==> config.mk <==
export PLATFORM = sky130hd
export DESIGN_NAME = hcmw_front
export DESIGN_NICKNAME = d
export VERILOG_FILES = /design/src/hdl/hcmw_pkg.sv /design/src/hdl/hcmw_front.sv
export SDC_FILE = /design/constraint.sdc
export NUM_CORES = 1
export LEC_CHECK = 0
export BUFFER_PORTS_ARGS = -buffer_cell sky130_fd_sc_hd__buf_2
export CAP_MARGIN = 20
export CORE_UTILIZATION = 55
export DETAILED_ROUTE_END_ITERATION = 8
export GPL_TIMING_DRIVEN = 0
export HOLD_SLACK_MARGIN = 0.1
export PLACE_DENSITY = 0.78
export SLEW_MARGIN = 20
export SYNTH_ARGS = -nofsm -noshare
export SYNTH_HDL_FRONTEND = slang
export SYNTH_SLANG_ARGS = --single-unit
==> constraint.sdc <==
create_clock -name clk -period 5.4 [get_ports clk]
set_input_delay 0.81 -clock clk [delete_from_list [all_inputs] [get_ports clk]]
set_output_delay 0.81 -clock clk [all_outputs]
set_load 0.02 [all_outputs]
==> src/hdl/hcmw_pkg.sv <==
// Shared types and constants for the hex command line memory writer.
`timescale 1ns / 1ps

package hcmw_pkg;

  localparam int LINE_MAX     = 7;
  localparam int STORE_DEPTH  = 1024;
  localparam int STORE_AW     = $clog2(STORE_DEPTH);
  localparam int QUEUE_DEPTH  = 2;
  localparam int QUEUE_AW     = $clog2(QUEUE_DEPTH);
  localparam int LINE_CW      = $clog2(LINE_MAX + 1);

  localparam logic [7:0] CH_BS    = 8'd8;
  localparam logic [7:0] CH_LF    = 8'd10;
  localparam logic [7:0] CH_CR    = 8'd13;
  localparam logic [7:0] CH_SPACE = 8'd32;
  localparam logic [7:0] CH_DEL   = 8'd127;

  localparam logic [7:0] ERASED_BYTE = 8'hFF;

  typedef enum logic [2:0] {
    ST_WRITTEN   = 3'd0,
    ST_PRESENT   = 3'd1,
    ST_ADDR_FMT  = 3'd2,
    ST_ADDR_HIGH = 3'd3,
    ST_BYTE_FMT  = 3'd4
  } status_t;

  // What the back end has to do with a closed line.
  typedef enum logic [1:0] {
    CMD_ADDR_FMT,
    CMD_ADDR_HIGH,
    CMD_BYTE_FMT,
    CMD_LOOKUP
  } cmd_kind_t;

  typedef struct packed {
    cmd_kind_t   kind;
    logic [15:0] address;
    logic [7:0]  data_byte;
  } cmd_t;

endpackage

==> src/hdl/hcmw_front.sv <==
// Line editor and parser: collects characters and classifies each closed line.
`timescale 1ns / 1ps

module hcmw_front
  import hcmw_pkg::*;
(
  input  logic       clk,
  input  logic       rst,
  input  logic       s_tvalid,
  output logic       s_tready,
  input  logic [7:0] s_tdata,   // rx_char[7:0]
  input  logic       clearing,
  input  logic       queue_full,
  output logic       push,
  output cmd_t       push_cmd
);

  logic [7:0]         line_chars [LINE_MAX];
  logic [LINE_CW-1:0] char_count;

  logic       accept;
  logic       is_eol;
  logic       is_del;
  logic [4:0] c_hex;
  logic [4:0] d_hex [4];
  logic [4:0] hi_hex;
  logic [4:0] lo_hex;
  logic       addr_ok;
  logic [15:0] addr;

  // Bit 4 flags a hex digit (0-9 or lowercase a-f), bits 3:0 carry its value.
  function automatic logic [4:0] hex_of(input logic [7:0] c);
    logic [4:0] r;
    r = 5'd0;
    if (c >= 8'h30 && c <= 8'h39) begin
      r = {1'b1, 4'(c - 8'h30)};
    end else if (c >= 8'h61 && c <= 8'h66) begin
      r = {1'b1, 4'(c - 8'h57)};
    end
    return r;
  endfunction

  assign s_tready = !clearing && !queue_full;
  assign accept   = s_tvalid && s_tready;
  assign is_eol   = (s_tdata == CH_LF) || (s_tdata == CH_CR);
  assign is_del   = (s_tdata == CH_BS) || (s_tdata == CH_DEL);
  assign c_hex    = hex_of(s_tdata);
  assign push     = accept && is_eol;

  // Unfilled positions hold zero, since deletes and line closes clear them.
  always_comb begin
    for (int k = 0; k < 4; k++) begin
      d_hex[k] = hex_of(line_chars[k]);
    end
    hi_hex  = hex_of(line_chars[5]);
    lo_hex  = hex_of(line_chars[6]);
    addr_ok = d_hex[0][4] && d_hex[1][4] && d_hex[2][4] && d_hex[3][4] &&
              (line_chars[4] == CH_SPACE);
    addr    = {d_hex[0][3:0], d_hex[1][3:0], d_hex[2][3:0], d_hex[3][3:0]};

    push_cmd.kind      = CMD_LOOKUP;
    push_cmd.address   = addr;
    push_cmd.data_byte = {hi_hex[3:0], lo_hex[3:0]};
    if (!addr_ok) begin
      push_cmd.kind      = CMD_ADDR_FMT;
      push_cmd.address   = 16'd0;
      push_cmd.data_byte = 8'd0;
    end else if ({1'b0, addr} >= 17'(STORE_DEPTH)) begin
      push_cmd.kind      = CMD_ADDR_HIGH;
      push_cmd.data_byte = 8'd0;
    end else if (!hi_hex[4] || !lo_hex[4]) begin
      push_cmd.kind      = CMD_BYTE_FMT;
      push_cmd.data_byte = 8'd0;
    end
  end

  always_ff @(posedge clk) begin
    if (rst) begin
      char_count <= '0;
      for (int k = 0; k < LINE_MAX; k++) begin
        line_chars[k] <= 8'd0;
      end
    end else if (accept) begin
      if (is_eol) begin
        char_count <= '0;
        for (int k = 0; k < LINE_MAX; k++) begin
          line_chars[k] <= 8'd0;
        end
      end else if (is_del) begin
        if (char_count != '0) begin
          char_count <= char_count - 1'b1;
          line_chars[char_count - 1'b1] <= 8'd0;
        end
      end else if ((s_tdata == CH_SPACE) || c_hex[4]) begin
        if (char_count < LINE_CW'(LINE_MAX)) begin
          line_chars[char_count] <= s_tdata;
          char_count <= char_count + 1'b1;
        end
      end
    end
  end

endmodule

==> results of run 1 <==
==> power groups by stage <==
stage	logic (mW)	registers, mW	clock network, mW
2_1_floorplan	0.0478	0.532	0
3_3_place_gp	0.0618	0.535	0
3_5_place_dp	0.0645	0.536	0
4_1_cts	0.0649	0.526	0.467
5_1_grt	0.0733	0.528	0.484
6_report	0.0650	0.526	0.465
==> how the worst max path moves through the flow <==
| stage | end | cells after the start |
|---|---|---|
| 5_1_grt | push_cmd[1] | 11 |
| 2_1_floorplan | push_cmd[0] | 10 |
| 4_1_cts | push_cmd[1] | 11 |
| 3_3_place_gp | line_chars[2][0] | 6 |
| 6_report | push_cmd[1] | 11 |
| 3_5_place_dp | line_chars[2][7] | 6 |
==> per-layer routing <==
metal	vias to the layer above	part of all wire (%)	routed length (um)	GRT usage [%]
met4	0	2.6	194	10.2
met5	-	0	0	0
met3	16	2.8	214	3.50
met2	72	49	3710	38.7
met1	1337	46	3450	29.7
li1	1444	-	-	-
==> stage by stage <==
| stage | worst slack (ns) | util [%] | hold slack, ns | instances |
|---|---|---|---|---|
| floorplan | 2.00 | - | 0.522 | 384 |
| global route | 1.26 | 66.5 | 0.655 | 514 |
| CTS | 1.40 | 66.5 | 0.611 | 514 |
| detailed placement | 1.68 | 63.0 | 0.603 | 499 |
| finish | 1.42 | 66.5 | 0.605 | 514 |
| global placement | 1.78 | 63.0 | 0.583 | 499 |
==> cells by family (layout without fill, tap and decap cells) <==
logic type                 Yosys count  in the layout  share of synthesized area [%]
and+or+nand+nor                    184            184                           25.5
other                                1              7                         0.0992
muxes                                3              3                          0.828
adders and majority gates           21             21                           6.95
xor gates and xnor gates            12             12                           2.78
AOI/OAI and AO/OA                   65             65                           13.3
buffers and inverters               33             86                           4.47
DFF                                 59             59                           46.1
==> critical path: cells and delay by family, from the launching register on <==
family / cells / cell delay [ns]
compound gates: 3 / 1.00
fa+ha+maj: 1 / 0.21
buf+inv: 5 / 0.65
flops: 1 / 0.50
simple gates: 2 / 0.48
==> cell usage in the layout, fill, tap and decap left out, types with 4 or more instances in the layout <==
master,instances
nor2_1,81
edfxtp_1,56
buf_2,41
a21oi_1,22
ha_1,21
inv_1,20
nand2_1,15
xnor2_1,11
nor2b_1,10
nand2b_1,9
nor2_2,9
clkbuf_8,9
o21ai_0,8
nand3_1,7
conb_1,7
nor4_1,6
nand2_2,6
or4_1,5
nor3b_1,5
o21bai_1,5
and2_1,5
and3_1,4
buf_6,4
a22oi_1,4
==> state kept, by name (all words and copies together), names as in the netlist <==
name and count:
line_chars 56, char_count 3
==> cell type report <==
class | count | area, um^2 | area share, %
Multi-Input combinational cell | 292 | 1890 | 43.8
Timing Repair Buffer | 38 | 190 | 4.40
Sequential cell | 59 | 1740 | 40.3
Clock buffer | 9 | 124 | 2.87
Buffer | 12 | 90.1 | 2.09
Clock inverter | 6 | 105 | 2.43
Inverter | 21 | 78.8 | 1.83
Tap cell | 77 | 96.3 | 2.23
==> metrics.md, run 1 <==
| Metric | Value |
|---|---|
| CP required | ~4.6 ns |
| Reg2reg path depth | 5 |
| Core area | 6490 um^2 |
| Flop pwr share | between 40% and 50% |
| CTS tree | built |
| ANT nets after route | 0 |
| Count leader, synth | nor2_1 |
| Post-synthesis cell count | 378 |
| Switching power of the nets | 0.216 mW |
| Max Cap Violations | 0 |
| Number of synthesized flops with an enable pin | 56 |
| Mapped cell area | 3780 um^2 |
| Avg Cell Area, Syn | 10.0 um^2 |
| Synth warnings | 0 |
| I/O pin count | 41 |
| Share of cells above drive strength 1 | 20.6% |
| Final instance area | 4320 um^2 |
| First-pass GRT wire length | 12900 um |
| Initial antenna violation count | 0 |
| Violated checks | design-rule violations |
| Cell taking the most area after synthesis | edfxtp_1 |
| Worst Path Arrival | 3.17 ns |
| # Post-CTS Setup Buffers | 0 |
| GRT overflow | 0 |
| Hpwl dp | 5910 um |
| Reg-to-reg startpoint | char_count[1] |
| Sequential area share after synthesis | between 40% and 50% |
| Critical path's slowest cell | edfxtp_1 |
| Top cells by count, synth | 81 x nor2_1, 56 x edfxtp_1, 22 x a21oi_1 |
| Register bit total from synthesis | 59 |
| Setup crit start kind | flop |
| Hold Path Class | reg -> reg |
| Setup TNS | 0 ns |
| Post-cts resize count | 0 |
| Yosys top cell area share | between 40 and 50% |
| Critical path, cell by cell | inv_1, ha_1, o21bai_4, a2111oi_4, inv_2, a2111o_1, buf_6, or3_1, buf_6, nor2_2, buf_2 |
| Min cycle time layout | just under 4 ns |
| Period utilization | 73.7% |
| Sw Ratio | 20.4% |
| Total power draw | 1.06 mW |
| Max clock buf depth | 2 |
| Routed WL per cell | 14.7 um |
| Die H | between 80 and 90 um |
| Max H-tree Level | 3 |
| Synth area leaders | edfxtp_1 44%, nor2_1 8.0%, ha_1 7.0% |
| CP Max Fanout | 10 |
| LEAKAGE | ~1.6 nW |
| Num CTS Buffers | 9 |
| Final nets | 467 |
| Max rail drop VDD | about 0.19 mV |
| Die area | 7210 um^2 |
| Initial DRC Count | 139 |
| Critical path endpoint category | output port |
| Slew Limit Fails | 0 |
| Port buffer count | 38 |
| CP most frequent cell | buf_6 |
| Initial Utilization | 58.2% |
| Root buf cell | clkbuf_8 |
| Post-Route WL | 7570 um |
| Min-delay src | char_count[1] |
| Gpl congestion | 0.854 |
| Drt first pass iters | 6 |
| Fmax | 251 MHz |
| Worst hold path depth | 2 |
| Final Setup Violations | 0 |
| Main synth FF type | edfxtp_1 |
| Fill cell count | 530 |
| P_int | 0.841 mW |
| Clock skew | roughly 0.0054 ns |
| Status | finished with violations |
| Area after DPL | 4090 um^2 |
| Slew margin rel. | a little under half |
| Via count | 2869 |
| CP peak stage delay | 0.50 ns |
| Clock sink count | 59 |
| Antenna Cells | 0 |
| Ys async rst share | 0% |
| Hold Path End | char_count[1] |
| Die W | 84.9 um |
| Distinct cells, synth | 61 |
| Crit Path Class | reg -> out |
| Crit Reg-Reg Endpoint | line_chars[0][2] |
| Clock power frac | 44.0% |
| Post-route DRC | 3 |
| Row cnt | 29 |
| Vias in the first global route | between 2000 and 3000 |
| Clock transition at path regs | 0.06 ns |
| GRT Overall Usage | 23.0% |
| Worst-Skew Late Latency | 0.33 ns |
| Largest net degree at the start of global routing | 11 |
| Vias per cell | approximately 5.6 |
| Endpoints failing hold | 0 |
| Syn-to-layout area delta | 14.2% |
| Combinational group share of total power | 6.1% |
| Pwr dens | 245 nW/um^2 |
| FF-to-FF setup slack | between 2 and 3 ns |
| Crit path launch | line_chars[0][0] |
| Actual slew at the worst max-slew pin | just over 0.8 ns |
| RSZ-0062 raised after global routing | no |
| Cts hold-fix bufs | 0 |
No activity file was read; power rests on OpenSTA's default activity.
==> inputs of run 2 (changes only) <==
--- a/config.mk
+++ b/config.mk
@@ -5,13 +5,14 @@
 export SDC_FILE = /design/constraint.sdc
 export NUM_CORES = 1
 export LEC_CHECK = 0
+export ABC_AREA = 1
 export BUFFER_PORTS_ARGS = -buffer_cell sky130_fd_sc_hd__buf_2
 export CAP_MARGIN = 20
-export CORE_UTILIZATION = 55
+export CORE_UTILIZATION = 54
 export DETAILED_ROUTE_END_ITERATION = 8
 export GPL_TIMING_DRIVEN = 0
 export HOLD_SLACK_MARGIN = 0.1
-export PLACE_DENSITY = 0.78
+export PLACE_DENSITY = 0.8
 export SLEW_MARGIN = 20
 export SYNTH_ARGS = -nofsm -noshare
 export SYNTH_HDL_FRONTEND = slang
==> constraint.sdc (replaced) <==
create_clock -name clk -period 3.3 [get_ports clk]
set_input_delay 0.495 -clock clk [delete_from_list [all_inputs] [get_ports clk]]
set_output_delay 0.495 -clock clk [all_outputs]
set_load 0.02 [all_outputs]
==> run 2 against run 1 <==
  * The flow now finishes without violations
  * Clock-buffer cell count up 2
  * Routed wire length up 2.2%
  * Final cell count grew 28%
  * Die area is 9.6% higher
  * Clock skew up 0.0016 ns
  * Global-route usage down 1.8 points
==> metrics.md, run 2 <==
| Metric | Value |
|---|---|
| Final nets | 590 (+26%) |
| Post-cts resize count | 0 (unchanged) |
| Most frequent cells in the layout | 100 x nand2_1, 82 x nor2_1, 63 x inv_1, 56 x edfxtp_1, 42 x buf_2 |
| Via count | 3355 (+17%) |
| Max H-tree Level | 3 (unchanged) |
| Vias in the first global route | 2961 (+7.3%) |
| Delay-heaviest family, CP | simple AND/OR/NAND/NOR gates |
| Hpwl dp | 5990 um (+1.4%) |
| Num CTS Buffers | 9 (unchanged) |
| Hold Path Class | in -> reg |
| Top Registers | line_chars x56, char_count x3 |
| Die area | 7900 um^2 (+9.6%) |
| Syn-to-layout area delta | 12.3% |
| Distinct cells, synth | 32 (-48%) |
| Commonest non-fill, non-tap cell in the layout | nand2_1 |
| GRT Overall Usage | 21.2% (-1.8 points) |
| Final Setup Violations | 0 (unchanged) |
| Critical path, cell by cell | inv_1, ha_1, nand2_1, nand3_1, nand2_1, inv_1, nand2_1, nand2_1, nor2_1, nand4_2, nor2_1, buf_2 |
| Register bit total from synthesis | 59 (unchanged) |
| Root buf cell | clkbuf_8 |
| Port buffer count | 40 (+5.3%) |
| Status | complete, no violations |
| Cell taking the most area after synthesis | edfxtp_1 |
| Die H | 88.9 um (+4.7%) |
| I/O pin count | 41 (unchanged) |
| Worst-Skew Late Latency | 0.33 ns (about the same) |
| Clock transition at path regs | 0.06 ns (about the same) |
| Max rail drop VDD | 0.206 mV (+9.4%) |
| Post-Route WL | 7740 um (+2.2%) |
| CP most frequent cell | nand2_1 |
| Initial DRC Count | 140 (+0.72%) |
| Drt first pass iters | 4 (-2) |
| Worst hold path depth | 2 (unchanged) |
| Max clock buf depth | 2 (unchanged) |
| ANT nets after route | 0 (unchanged) |
| First-pass GRT wire length | 12600 um (-2.4%) |
| Fill cell count | 640 (+21%) |
| Post-synthesis cell count | 498 (+32%) |
| Clock skew | 0.00702 ns (+0.00165 ns) |
| Routed WL per cell | 11.7 um (-20%) |
| CP required | 2.80 ns (-1.79 ns) |
| Setup crit start kind | flop |
| RSZ-0062 raised after global routing | no |
| Largest net degree at the start of global routing | 11 (unchanged) |
| Top cells by count, synth | 100 x nand2_1, 82 x nor2_1, 63 x inv_1 |
| Fmax | around 340 MHz |
| Pwr dens | 329 nW/um^2 (+34%) |
| Slew margin rel. | 52.5% (+6.8 points) |
| Core area | 7290 um^2 (+12%) |
| Worst Path Arrival | 2.41 ns (-0.76 ns) |
| Actual slew at the worst max-slew pin | 0.707 ns (-0.107 ns) |
| Critical path endpoint category | output port |
| # Post-CTS Setup Buffers | 0 (unchanged) |
| Initial antenna violation count | 0 (unchanged) |
| Cts hold-fix bufs | 0 (unchanged) |
| LEAKAGE | 2.05 nW (+25%) |
| CP peak stage delay | 0.41 ns (-0.09 ns) |
| Most flops, register | line_chars |
| Vias per cell | 5.09 (-8.8%) |
| Endpoints failing hold | 0 (unchanged) |
| Post-route DRC | 0 (-3) |
| Die W | 88.9 um (+4.7%) |
| Slew Limit Fails | 0 (unchanged) |
| Row cnt | 31 (+6.9%) |
| GRT overflow | 0 (unchanged) |
| Synth area leaders | edfxtp_1 41%, nand2_1 9.2%, nor2_1 7.6% |
| Critical path's slowest cell | edfxtp_1 |
| Min cycle time layout | around 2.9 ns |
| Yosys top cell area share | 41.3% (-3.2 points) |
| CP Depth | 12 (+1) |
| Setup TNS | 0 ns (unchanged) |
| Largest register FFs | 56 (unchanged) |
| Max Cap Violations | 0 (unchanged) |
| Initial Utilization | 55.9% (-2.3 points) |
| Crit Path Class | reg -> out |
| Number of synthesized flops with an enable pin | 56 (unchanged) |
| Avg Cell Area, Syn | 8.18 um^2 (-18%) |
| Synth warnings | 0 (unchanged) |
| Reg2reg path depth | 9 (+4) |
| WP buf/inv | 3 (-2) |
| Final hold slack | 0.376 ns (-0.229 ns) |
| Sequential area share after synthesis | 42.7% (-3.3 points) |
| Mapped cell area | 4080 um^2 (+7.8%) |
| CP Max Fanout | 9 (-1) |
| Ys async rst share | 0% (unchanged) |
| Count leader, synth | nand2_1 |
| Share of cells above drive strength 1 | 20.5% (-0.059 points) |
| Antenna Cells | 0 (unchanged) |
| Period utilization | 88.0% |
| CTS tree | built |
| Main synth FF type | edfxtp_1 |
| Clock sink count | 59 (unchanged) |
| Gpl congestion | 0.895 (+4.8%) |
==> run 2: changes by cell type after synthesis, sizes merged, moves of 7 or more <==
cell / previous run / this run
nand3: 7 / 41
nand2: 21 / 118
o21ai: 8 / 18
nand2b: 9 / 0
a21oi: 23 / 11
inv: 21 / 72
xor2: 1 / 8
xnor2: 11 / 1
nand4: 3 / 13
nor2b: 10 / 0
nor3: 3 / 31
==> run 2: path summary, 6_finish.rpt <==
kind | from | end | slack, ns
max | line_chars[0][0] | push_cmd[6] | 0.40
min | rst | char_count[0] | 0.38
max reg2reg | char_count[0] | line_chars[5][6] | 0.79
min reg2reg | char_count[2] | char_count[2] | 0.62
==> run 2: layout make-up <==
type	count	area, um^2	share of cell area, %
sequential	59	1740	38.1
clock buffer	11	131	2.87
buffer	7	66.3	1.45
tap	99	124	2.71
multi-input combinational	365	2010	44.0
timing repair buffer	41	205	4.48
clock inverter	4	18.8	0.410
inverter	73	275	6.01
==> run 2: report_power, final <==
part           switching, mW  leakage [nW]  internal [mW]
combinational         0.0821          1.38         0.0409
sequential            0.0192         0.599          0.847
clock                  0.254        0.0719          0.260
total                  0.355          2.05           1.15
==> run 2: metal layers <==
| layer | vias to the layer above | GRT usage (%) | part of all wire (%) |
|---|---|---|---|
| met4 | 0 | 9.97 | 2.4 |
| met3 | 18 | 4.38 | 3.7 |
| met5 | - | 0 | 0 |
| met2 | 78 | 37.3 | 49 |
| li1 | 1739 | - | - |
| met1 | 1520 | 24.9 | 44 |
==> run 2: cells by family (layout without fill, tap and decap cells) <==
| logic type | count (synthesis) | in the layout | share of synthesized area [%] |
|---|---|---|---|
| XOR/XNOR | 9 | 9 | 1.93 |
| adder cells (fa/ha/maj) | 21 | 21 | 6.45 |
| AO/OA/AOI/OAI | 34 | 34 | 4.67 |
| other | 1 | 7 | 0.0920 |
| flip-flops | 59 | 59 | 42.7 |
| AND/OR/NAND/NOR | 294 | 294 | 35.7 |
| buffers and inverters | 80 | 136 | 8.38 |
==> run 2: through the flow <==
stage	setup WS (ns)	std cells	total power, mW	utilization (%)	instance area, um^2
6_report	0.396	659	1.50	62.8	4580
3_3_place_gp	0.501	643	0.997	60.6	4420
5_1_grt	0.138	659	1.57	62.8	4580
3_5_place_dp	0.414	643	1.00	60.6	4420
2_1_floorplan	0.609	504	0.968	-	4100
4_1_cts	0.375	658	1.51	62.7	4570
