`config.mk`:
```
export PLATFORM = sky130hd
export DESIGN_NAME = hcmw_queue
export DESIGN_NICKNAME = d
export VERILOG_FILES = /design/src/hdl/hcmw_pkg.sv /design/src/hdl/hcmw_queue.sv
export SDC_FILE = /design/constraint.sdc
export NUM_CORES = 1
export LEC_CHECK = 0
export ABC_AREA = 0
export BUFFER_PORTS_ARGS = -buffer_cell sky130_fd_sc_hd__buf_4
export CAP_MARGIN = 5
export CORE_MARGIN = 4
export CORE_UTILIZATION = 29
export CTS_BUF_LIST = sky130_fd_sc_hd__clkbuf_4
export DETAILED_ROUTE_END_ITERATION = 6
export HOLD_SLACK_MARGIN = 0.02
export PLACE_DENSITY = 0.47
export SLEW_MARGIN = 15
export SYNTH_ARGS = -nofsm -noshare
export SYNTH_HDL_FRONTEND = slang
export SYNTH_SLANG_ARGS = --single-unit
export TNS_END_PERCENT = 1
```
`constraint.sdc`:
```
create_clock -name clk -period 3.6 [get_ports clk]
set_input_delay 0.54 -clock clk [delete_from_list [all_inputs] [get_ports clk]]
set_output_delay 0.54 -clock clk [all_outputs]
set_load 0.02 [all_outputs]
```
`src/hdl/hcmw_pkg.sv`:
```
// Shared types and constants for the hex command line memory writer.
`timescale 1ns / 1ps

package hcmw_pkg;

  localparam int LINE_MAX     = 7;
  localparam int STORE_DEPTH  = 1024;
  localparam int STORE_AW     = $clog2(STORE_DEPTH);
  localparam int QUEUE_DEPTH  = 2;
  localparam int QUEUE_AW     = $clog2(QUEUE_DEPTH);
  localparam int LINE_CW      = $clog2(LINE_MAX + 1);

  localparam logic [7:0] CH_BS    = 8'd8;
  localparam logic [7:0] CH_LF    = 8'd10;
  localparam logic [7:0] CH_CR    = 8'd13;
  localparam logic [7:0] CH_SPACE = 8'd32;
  localparam logic [7:0] CH_DEL   = 8'd127;

  localparam logic [7:0] ERASED_BYTE = 8'hFF;

  typedef enum logic [2:0] {
    ST_WRITTEN   = 3'd0,
    ST_PRESENT   = 3'd1,
    ST_ADDR_FMT  = 3'd2,
    ST_ADDR_HIGH = 3'd3,
    ST_BYTE_FMT  = 3'd4
  } status_t;

  // What the back end has to do with a closed line.
  typedef enum logic [1:0] {
    CMD_ADDR_FMT,
    CMD_ADDR_HIGH,
    CMD_BYTE_FMT,
    CMD_LOOKUP
  } cmd_kind_t;

  typedef struct packed {
    cmd_kind_t   kind;
    logic [15:0] address;
    logic [7:0]  data_byte;
  } cmd_t;

endpackage

```
`src/hdl/hcmw_queue.sv`:
```
// Short command queue between the line parser and the store back end.
`timescale 1ns / 1ps

module hcmw_queue
  import hcmw_pkg::*;
(
  input  logic clk,
  input  logic rst,
  input  logic push,
  input  cmd_t push_cmd,
  output logic full,
  input  logic pop,
  output cmd_t head,
  output logic empty
);

  cmd_t                slots [QUEUE_DEPTH];
  logic [QUEUE_AW-1:0] wr_ptr;
  logic [QUEUE_AW-1:0] rd_ptr;
  logic [QUEUE_AW:0]   fill;

  assign full  = (fill == (QUEUE_AW + 1)'(QUEUE_DEPTH));
  assign empty = (fill == '0);
  assign head  = slots[rd_ptr];

  always_ff @(posedge clk) begin
    if (push) begin
      slots[wr_ptr] <= push_cmd;
    end
  end

  always_ff @(posedge clk) begin
    if (rst) begin
      wr_ptr <= '0;
      rd_ptr <= '0;
      fill   <= '0;
    end else begin
      if (push) begin
        wr_ptr <= wr_ptr + 1'b1;
      end
      if (pop) begin
        rd_ptr <= rd_ptr + 1'b1;
      end
      if (push && !pop) begin
        fill <= fill + 1'b1;
      end else if (pop && !push) begin
        fill <= fill - 1'b1;
      end
    end
  end

endmodule

```
==> run metrics, run 1 <==
reg2reg path depth=2; LEAKAGE=1.05 nW; Clock Path Buffers=2; Avg Vias per Cell=4.15; CP startpoint kind=flip-flop; Post-Syn Area=0.00208 mm^2; Cell Pwr Density=542 mW/mm^2; WL final=4060 um; Hold Fails Final Rpt=0; Finished Layout Cells=272; Post-Syn Instances=103; syn nets=134; CTS tree=yes; Setup-failing EPs final=0; total track usage=0.103; Worst R2R Setup Slack=1.94 ns; setup tns final=0 ns; fin util=0.406; CP Data Arrival Time=1.97 ns; Hold Path Class=in -> reg; largest net degree at the start of global routing=15; Die X=92.7 um; count of buffer and inverter cells on the critical path=2; slew margin rel.=0.491; Core ar.=0.00687 mm^2; sink of the worst hold path=slots[0][13]; YS warnings=0; # Max-Cap Violations=0; Layout Skew=0.00735 ns; Nets=202; worst-skew pair later-pin latency=0.38 ns; Critical Path RT=3.06 ns; Iteration-0 DRC Markers=62; number of global-route vias before repair=1280; HPWL Detailed=2790 um; commonest non-fill, non-tap cell in the layout=buf_4; total die area=0.00860 mm^2; mux share of post-synthesis cell area=0.141; DRC Markers=0; largest delay contributor family on the critical path=flip-flops; CTS sink cnt=57; WL/cell=14.9 um; share of cells above drive strength 1=0.580; Slowest-stage cell, CP=dfxtp_1; Placed Cells incl. Taps=256; Final Max Tran Viols=0; CTS resizes=0; f_max=398 MHz; # hold bufs at CTS=0; critical path depth in cells=3; Fillers=646; routability cong.=0.631; Hold Startpoint=push_cmd[13]; most frequent cells in the layout=60 x buf_4, 52 x edfxtp_1, 26 x mux2_2, 9 x clkbuf_4; CP max stage delay=0.72 ns; Tmin final=2.51 ns; via count=1128; syn avg cell area=20.2 um^2; sequential share of the synthesized area=0.798; register bit total from synthesis=57; H-tree depth=3; outcome=finished clean; unrepaired setup endpoints after global routing=false; Synth cell types=16; Final period util=0.698; peak supply drop=209 uV; critical path capture point type=output pin; RR Startpoint=wr_ptr; total CTS buffers=9; initial antenna violation count=0; Synth Area in Compound Gates=0.00481; Adder-Cell Fraction of Synth Area=0.00601; post-synthesis simple-gate area fraction=0.0222; Worst path most repeated cell=buf_4; clock root buffer=clkbuf_4; Ports=58; Row Count=30; crit-path max FO=14; Worst-path clk slew=0.10 ns; worst hold stages=1; drt first pass iters=4; Setup Buffers After CTS=0; IO Port Bufs=57; Least-Margin Pin Slew=0.760 ns; Die Y=92.7 um; Detail Route Antenna Nets=0; post-synthesis xor/xnor area fraction=0.0168; gr ovfl total=0; crit-path cells=buf_4 > mux2_2 > buf_4; global-route wire length before repair=6440 um; n_diodes=0; area growth from synthesis to layout=33.9%; RR Endpoint=slots[1][22]; critical path class=reg -> out; Initial Utilization=0.303; main combinational cell family by area after synthesis=multiplexers
[how the worst max path moves through the flow]
stage / to / slack [ns]
after floorplan: slots[0][0] / 1.46
after global placement: head[8] / 1.48
after detailed placement: head[8] / 1.45
final: head[14] / 1.09
after global routing: head[14] / 0.93
after CTS: head[8] / 0.99
[cell type report]
cell class | instances | area, um^2 | share of cell area
clock inverters | 7 | 85.1 | 0.0305
inverters | 1 | 3.75 | 0.00135
multi-input cells | 42 | 399 | 0.143
flip-flops and latches | 57 | 1660 | 0.596
well taps | 96 | 120 | 0.0431
clock buffers | 9 | 67.6 | 0.0242
repair buffers | 60 | 450 | 0.162
[stage by stage]
stage / total power, mW / area [um^2] / hold WS [ns] / setup WS (ns)
finish: 1.51 / 2790 / 0.337 / 1.09
global route: 1.59 / 2790 / 0.287 / 0.930
CTS: 1.54 / 2790 / 0.298 / 0.986
detailed placement: 1.03 / 2640 / 0.512 / 1.45
global placement: 1.02 / 2640 / 0.474 / 1.48
floorplan: 0.921 / 2080 / 0.461 / 1.46
[synthesized netlist by cell type]
cell / n / area share
a21oi_1: 1 / 0.0024
and2_1: 1 / 0.0030
and2b_2: 1 / 0.0042
buf_2: 1 / 0.0024
buf_4: 2 / 0.0072
dfxtp_1: 5 / 0.048
edfxtp_1: 52 / 0.75
ha_1: 1 / 0.0060
inv_1: 1 / 0.0018
mux2_2: 26 / 0.14
nor2_1: 5 / 0.0090
nor2b_1: 1 / 0.0030
o21ai_0: 1 / 0.0024
or3_1: 1 / 0.0030
xnor2_1: 2 / 0.0084
xor2_1: 2 / 0.0084
[cells by family after synthesis]
group,count (synthesis)
AND/OR/NAND/NOR,9
XOR/XNOR,4
AO/OA/AOI/OAI,2
flip-flops,57
buffers and inverters,4
multiplexers,26
adder cells (fa/ha/maj),1
[flip-flops by register name (all words and copies together), names as in the netlist, named ones only]
| signal | flops |
|---|---|
| rd_ptr | 1 |
| fill | 2 |
| wr_ptr | 1 |
| slots | 52 |
[power by group]
part	internal, mW	total (mW)	switching [mW]
combinational	0.109	0.221	0.112
sequential	0.769	0.787	0.0182
clock	0.275	0.504	0.230
total	1.15	1.51	0.360
[per-layer routing]
metal | global-route usage | up-vias | share of wire
li1 | - | 534 | -
met1 | 0.117 | 544 | 0.42
met2 | 0.164 | 38 | 0.50
met3 | 0.0382 | 12 | 0.055
met4 | 0.0623 | 0 | 0.023
met5 | 0 | - | 0
No activity file was read; power rests on OpenSTA's default activity.
==> run 2, diff against run 1 <==
--- a/config.mk
+++ b/config.mk
@@ -5,7 +5,7 @@
 export SDC_FILE = /design/constraint.sdc
 export NUM_CORES = 1
 export LEC_CHECK = 0
-export ABC_AREA = 0
+export ABC_AREA = 1
 export BUFFER_PORTS_ARGS = -buffer_cell sky130_fd_sc_hd__buf_4
 export CAP_MARGIN = 5
 export CORE_MARGIN = 4
@@ -13,7 +13,7 @@
 export CTS_BUF_LIST = sky130_fd_sc_hd__clkbuf_4
 export DETAILED_ROUTE_END_ITERATION = 6
 export HOLD_SLACK_MARGIN = 0.02
-export PLACE_DENSITY = 0.47
+export PLACE_DENSITY = 0.49
 export SLEW_MARGIN = 15
 export SYNTH_ARGS = -nofsm -noshare
 export SYNTH_HDL_FRONTEND = slang
==> constraint.sdc (replaced) <==
create_clock -name clk -period 2.02 [get_ports clk]
set_input_delay 0.303 -clock clk [delete_from_list [all_inputs] [get_ports clk]]
set_output_delay 0.303 -clock clk [all_outputs]
set_load 0.02 [all_outputs]
==> run 2 against run 1 <==
Against the previous run: worst setup slack worse by 0.88 ns; register-to-register slack worse by 1.1 ns; total power up 79%; clock skew about the same; critical path type unchanged; largest cell class unchanged.
==> run metrics, run 2 <==
outcome=finished clean; Net Sw Frac=0.232 (-0.00636); Synth cell types=16 (unchanged); Post-Place Cell Area=0.00275 mm^2 (+4.3%); Avg Vias per Cell=4.17 (+0.64%); Hold Fails Final Rpt=0 (unchanged); number of global-route vias before repair=1289 (+0.70%); Layout Skew=0.00711 ns (-0.000235 ns); Post-Syn Instances=114 (+11%); WL/cell=14.0 um (-6.0%); Tmin final=1.81 ns; Ports=58 (unchanged); internal power=2.08 mW (+80%); Worst path most repeated cell=buf_4; commonest non-fill, non-tap cell in the layout=buf_4; syn nets=145 (+8.2%); Net Switching=626 uW (+74%); Core ar.=0.00733 mm^2 (+6.7%); number of flops mapped to enable cells by yosys=52 (unchanged); DRC Markers=0 (unchanged); gr ovfl total=0 (unchanged); biggest regs=slots: 52 flops, fill: 2 flops; register bit total from synthesis=57 (unchanged); drt first pass iters=4 (unchanged); slew margin rel.=0.744 (+0.252); Setup Buffers After CTS=0 (unchanged); H-tree depth=3 (unchanged); routability cong.=0.606 (-4.0%); # hold bufs at CTS=0 (unchanged); Top FF cell, synth=edfxtp_1; Comb pwr share=0.153 (+0.007); crit-path cells=buf_4 > mux2_2 > buf_4; Placed Cells incl. Taps=272 (+6.3%); CTS sink cnt=57 (unchanged); Hold Path Class=in -> reg; largest net degree at the start of global routing=27 (+12); # Max-Cap Violations=0 (unchanged); Cell Pwr Density=930 mW/mm^2 (+71%); most frequent cells in the layout=62 x buf_4, 52 x edfxtp_1, 20 x mux2_4, 10 x clkbuf_4, 9 x inv_1; CP Data Arrival Time=1.51 ns (-0.46 ns); IO Port Bufs=57 (unchanged); sequential share of the synthesized area=0.753 (-0.0452); Synth top cells by count=52 x edfxtp_1, 20 x mux2_4, 9 x inv_1, 7 x nor2_1, 6 x mux2_2; clock root buffer=clkbuf_4; share of synthesized registers carrying an async set or reset=0 (unchanged); setup tns final=0 ns (unchanged); Clock power frac=0.337 (+0.003); critical path class=reg -> out; LEAKAGE=1.18 nW (+12%); Critical Path RT=1.72 ns (-1.34 ns); n_diodes=0 (unchanged); CTS resizes=0 (unchanged); initial antenna violation count=0 (unchanged); crit-path max FO=14 (unchanged); Row Count=31 (+3.3%); Fillers=686 (+6.2%); Iteration-0 DRC Markers=37 (-40%); total die area=0.00907 mm^2 (+5.5%); total track usage=0.0960 (-0.00662); top-count cell post-synth=edfxtp_1; YS warnings=0 (unchanged); max reg flops=52 (unchanged); register share of total power=0.510 (-0.010); share of cells above drive strength 1=0.561 (-0.0187); Biggest register=slots; via count=1202 (+6.6%); f_max=552 MHz; Setup-failing EPs final=0 (unchanged); Detail Route Antenna Nets=0 (unchanged); Area contributors post-synth=edfxtp_1 71%, mux2_4 14%, dfxtp_1 4.5%; CP max stage delay=0.37 ns (-0.35 ns); CP startpoint kind=flip-flop; worst setup margin=0.207 ns (-0.880 ns); Nets=215 (+6.4%); area growth from synthesis to layout=31.7%; worst-skew pair later-pin latency=0.39 ns (about the same); Least-Margin Pin Slew=0.385 ns (-0.375 ns); Final period util=0.898; peak supply drop=402 uV (+92%); CTS tree=yes; Slowest-stage cell, CP=mux2_2; Post-Syn Area=0.00221 mm^2 (+6.0%); Clock Path Buffers=2 (unchanged); Worst-path clk slew=0.10 ns (about the same); Initial Utilization=0.301 (-0.00202); critical path capture point type=output pin; Finished Layout Cells=288 (+5.9%); Final Max Tran Viols=0 (unchanged); Die Y=95.2 um (+2.7%); top-area cell type share of the netlist area=0.707 (-0.0425); syn avg cell area=19.4 um^2 (-4.2%); Die X=95.2 um (+2.7%); unrepaired setup endpoints after global routing=false; fin area=0.00291 mm^2 (+4.3%); biggest area consumer among synthesized cells=edfxtp_1; HPWL Detailed=2900 um (+3.9%); global-route wire length before repair=6130 um (-4.9%); total CTS buffers=9 (unchanged); WL final=4040 um (-0.47%); pre-CTS setup slack=0.602 ns (-0.849 ns)
==> run 2: cell types whose count changed after synthesis, sizes merged, moves of 2 or more <==
cell and change:
inv +8, nand2 +5, nor2 +2, xor2 -2
==> run 2: per-stage QoR <==
stage / hold slack, ns / power, mW / util
after CTS: 0.0605 / 2.75 / 0.396
after floorplan: 0.375 / 1.66 / -
final: 0.0942 / 2.70 / 0.396
after global routing: 0.0436 / 2.85 / 0.396
after detailed placement: 0.491 / 1.83 / 0.375
after global placement: 0.489 / 1.81 / 0.375
==> run 2: area by class of cell <==
cell class	count	area (um^2)	area share
inverters	9	33.8	0.0116
multi-input cells	45	463	0.159
flip-flops and latches	57	1660	0.572
clock inverters	6	82.6	0.0284
well taps	99	124	0.0426
clock buffers	10	75.1	0.0258
repair buffers	62	465	0.160
==> run 2: cell families after synthesis <==
group | synth area share
muxes | 0.167
adders and majority gates | 0.00567
DFF | 0.753
xor gates and xnor gates | 0.00397
buffers and inverters | 0.0385
and+or+nand+nor | 0.0278
AOI/OAI and AO/OA | 0.00453
==> run 2: power groups by stage <==
stage | Combinational, mW | Clock (mW) | Sequential [mW]
after global routing | 0.442 | 1.02 | 1.38
after CTS | 0.421 | 0.948 | 1.38
after detailed placement | 0.420 | 0 | 1.41
final | 0.413 | 0.911 | 1.38
after global placement | 0.409 | 0 | 1.40
after floorplan | 0.259 | 0 | 1.40
==> run 2: worst max-delay path, delay by kind of cell, from the launching register on <==
family,cells,cell delay (ns)
DFF,1,0.33
buffers and inverters,2,0.42
muxes,1,0.37
==> run 2: path summary, 6_finish.rpt <==
path / start / end / slack (ns) / cells after the start
max: flip-flop / head[13] / 0.21 / 3
min: push_cmd[16] / slots[0][16] / 0.09 / 1
max reg2reg: wr_ptr / slots[0][1] / 0.88 / 2
min reg2reg: rd_ptr / rd_ptr / 0.53 / 2
==> run 2: per-layer routing <==
metal | up-vias | global-route usage | wire (um)
met5 | - | 0 | 0
met4 | 0 | 0.0709 | 126
met3 | 13 | 0.0363 | 280
met2 | 51 | 0.149 | 1930
met1 | 573 | 0.107 | 1690
li1 | 565 | - | -
==> run 3, diff against run 2 <==
--- a/config.mk
+++ b/config.mk
@@ -14,6 +14,7 @@
 export DETAILED_ROUTE_END_ITERATION = 6
 export HOLD_SLACK_MARGIN = 0.02
 export PLACE_DENSITY = 0.49
+export RECOVER_POWER = 50
 export SLEW_MARGIN = 15
 export SYNTH_ARGS = -nofsm -noshare
 export SYNTH_HDL_FRONTEND = slang
==> run 3 against run 2 <==
Against the previous run: flip-flop and latch count unchanged; sequential power hardly changed; critical endpoint unchanged; core utilization shrank 0.67 points; combinational power down 3%; largest cell class unchanged.
==> run metrics, run 3 (synthesis results as in run 2) <==
Least-Margin Pin Slew=0.808 ns (+0.423 ns); via count=1199 (-0.25%); CTS sink cnt=57 (unchanged); share of cells above drive strength 1=0.492 (-0.0688); critical path class=reg -> out; CP startpoint kind=flip-flop; Final period util=0.896 (-0.00170); crit-path cells=buf_4 > mux2_2 > buf_4; Post-Place Cell Area=0.00275 mm^2 (unchanged); reg2reg path depth=3 (+1); Fillers=699 (+1.9%); Setup Buffers After CTS=0 (unchanged); largest net degree at the start of global routing=27 (unchanged); clock root buffer=clkbuf_4; DRC Markers=0 (unchanged); worst-skew pair later-pin latency=0.38 ns (about the same); worst setup margin=0.210 ns (+0.00343 ns); Setup-failing EPs final=0 (unchanged); initial antenna violation count=0 (unchanged); outcome=finished clean; Cell Pwr Density=941 mW/mm^2 (+1.2%); final hold slack=0.0980 ns (+0.00380 ns); worst setup path endpoint=head[13]; critical path depth in cells=3 (unchanged); Critical Path RT=1.72 ns (about the same); total CTS buffers=9 (unchanged); routability cong.=0.606 (unchanged); area growth from synthesis to layout=29.5%; unrepaired setup endpoints after global routing=false; number of global-route vias before repair=1289 (unchanged); Detail Route Antenna Nets=0 (unchanged); Worst R2R Setup Slack=0.55 ns (-0.33 ns); RR Startpoint=wr_ptr; total die area=0.00907 mm^2 (unchanged); pre-CTS setup slack=0.602 ns (unchanged); CTS tree=yes; Biggest register=slots; CTS resizes=0 (unchanged); Worst path most repeated cell=buf_4; gr ovfl total=0 (unchanged); fin area=0.00286 mm^2 (-1.7%); count of buffer and inverter cells on the critical path=2 (unchanged); Tmin final=1.81 ns (-0.00343 ns); Hold Path Class=in -> reg; crit-path max FO=14 (unchanged); IO Port Bufs=57 (unchanged); most frequent cells in the layout=52 x edfxtp_1, 34 x buf_4, 25 x clkbuf_4, 20 x mux2_4, 13 x clkbuf_1; f_max=553 MHz (+0.19%); setup tns final=0 ns (unchanged); LEAKAGE=1.12 nW (-4.3%); Hold Fails Final Rpt=0 (unchanged); Die Y=95.2 um (unchanged); WL final=4000 um (-0.94%); max reg flops=52 (unchanged); Iteration-0 DRC Markers=47 (+27%); Die X=95.2 um (unchanged); CP max stage delay=0.37 ns (about the same); WL/cell=13.9 um (-0.94%); RR Endpoint=slots[1][22]; Initial Utilization=0.301 (unchanged); largest delay contributor family on the critical path=buffers and inverters; slew margin rel.=0.462 (-0.282); # hold bufs at CTS=0 (unchanged); HPWL Detailed=2900 um (unchanged); total track usage=0.0960 (unchanged); biggest regs=slots: 52 flops, fill: 2 flops; # Max-Cap Violations=0 (unchanged); worst hold stages=2 (+1); n_diodes=0 (unchanged); H-tree depth=3 (unchanged); Avg Vias per Cell=4.16 (-0.25%); Worst-path clk slew=0.09 ns (about the same); drt first pass iters=4 (unchanged); critical path capture point type=output pin; Ports=58 (unchanged); peak supply drop=402 uV (-0.14%); commonest non-fill, non-tap cell in the layout=edfxtp_1; Layout Skew=0.00642 ns (-0.000697 ns); Finished Layout Cells=288 (unchanged); Slowest-stage cell, CP=mux2_2; Placed Cells incl. Taps=272 (unchanged); Final Max Tran Viols=0 (unchanged); global-route wire length before repair=6130 um (unchanged); Clock Path Buffers=2 (unchanged); CP Data Arrival Time=1.51 ns (about the same); Core ar.=0.00733 mm^2 (unchanged); Nets=215 (unchanged); Row Count=31 (unchanged)
-- run 3: how the worst min path moves through the flow --
stage / start / endpoint / slack (ns)
after floorplan: rst / flip-flop / 0.38
after global placement: push_cmd[10] / slots[0][10] / 0.49
after detailed placement: push_cmd[0] / slots[0][0] / 0.49
after CTS: push_cmd[24] / slots[1][24] / 0.06
after global routing: rst / rd_ptr / 0.06
final: rst / flip-flop / 0.1
-- run 3: where the power goes --
part	switching [mW]	internal (mW)	leakage (nW)
combinational	0.205	0.196	0.509
clock	0.399	0.510	0.0862
sequential	0.0197	1.36	0.530
total	0.623	2.07	1.12
-- run 3: area by class of cell --
cell class / count / area, um^2 / share of cell area
multi-input cells: 45 / 463 / 0.162
clock buffers: 10 / 75.1 / 0.0263
flip-flops and latches: 57 / 1660 / 0.582
well taps: 99 / 124 / 0.0433
inverters: 9 / 33.8 / 0.0118
repair buffers: 62 / 417 / 0.146
clock inverters: 6 / 82.6 / 0.0289
-- run 3: stage by stage --
step           utilization  power [mW]
4_1_cts              0.396        2.75
6_report             0.390        2.69
5_1_grt              0.390        2.83
3_3_place_gp         0.375        1.81
2_1_floorplan            -        1.66
3_5_place_dp         0.375        1.83
-- run 3: layer usage --
layer	GRT usage	up-vias	wire length, um
met5	0	-	0
met4	0.0709	0	126
met3	0.0363	13	297
met2	0.149	53	1920
met1	0.107	566	1650
li1	-	567	-
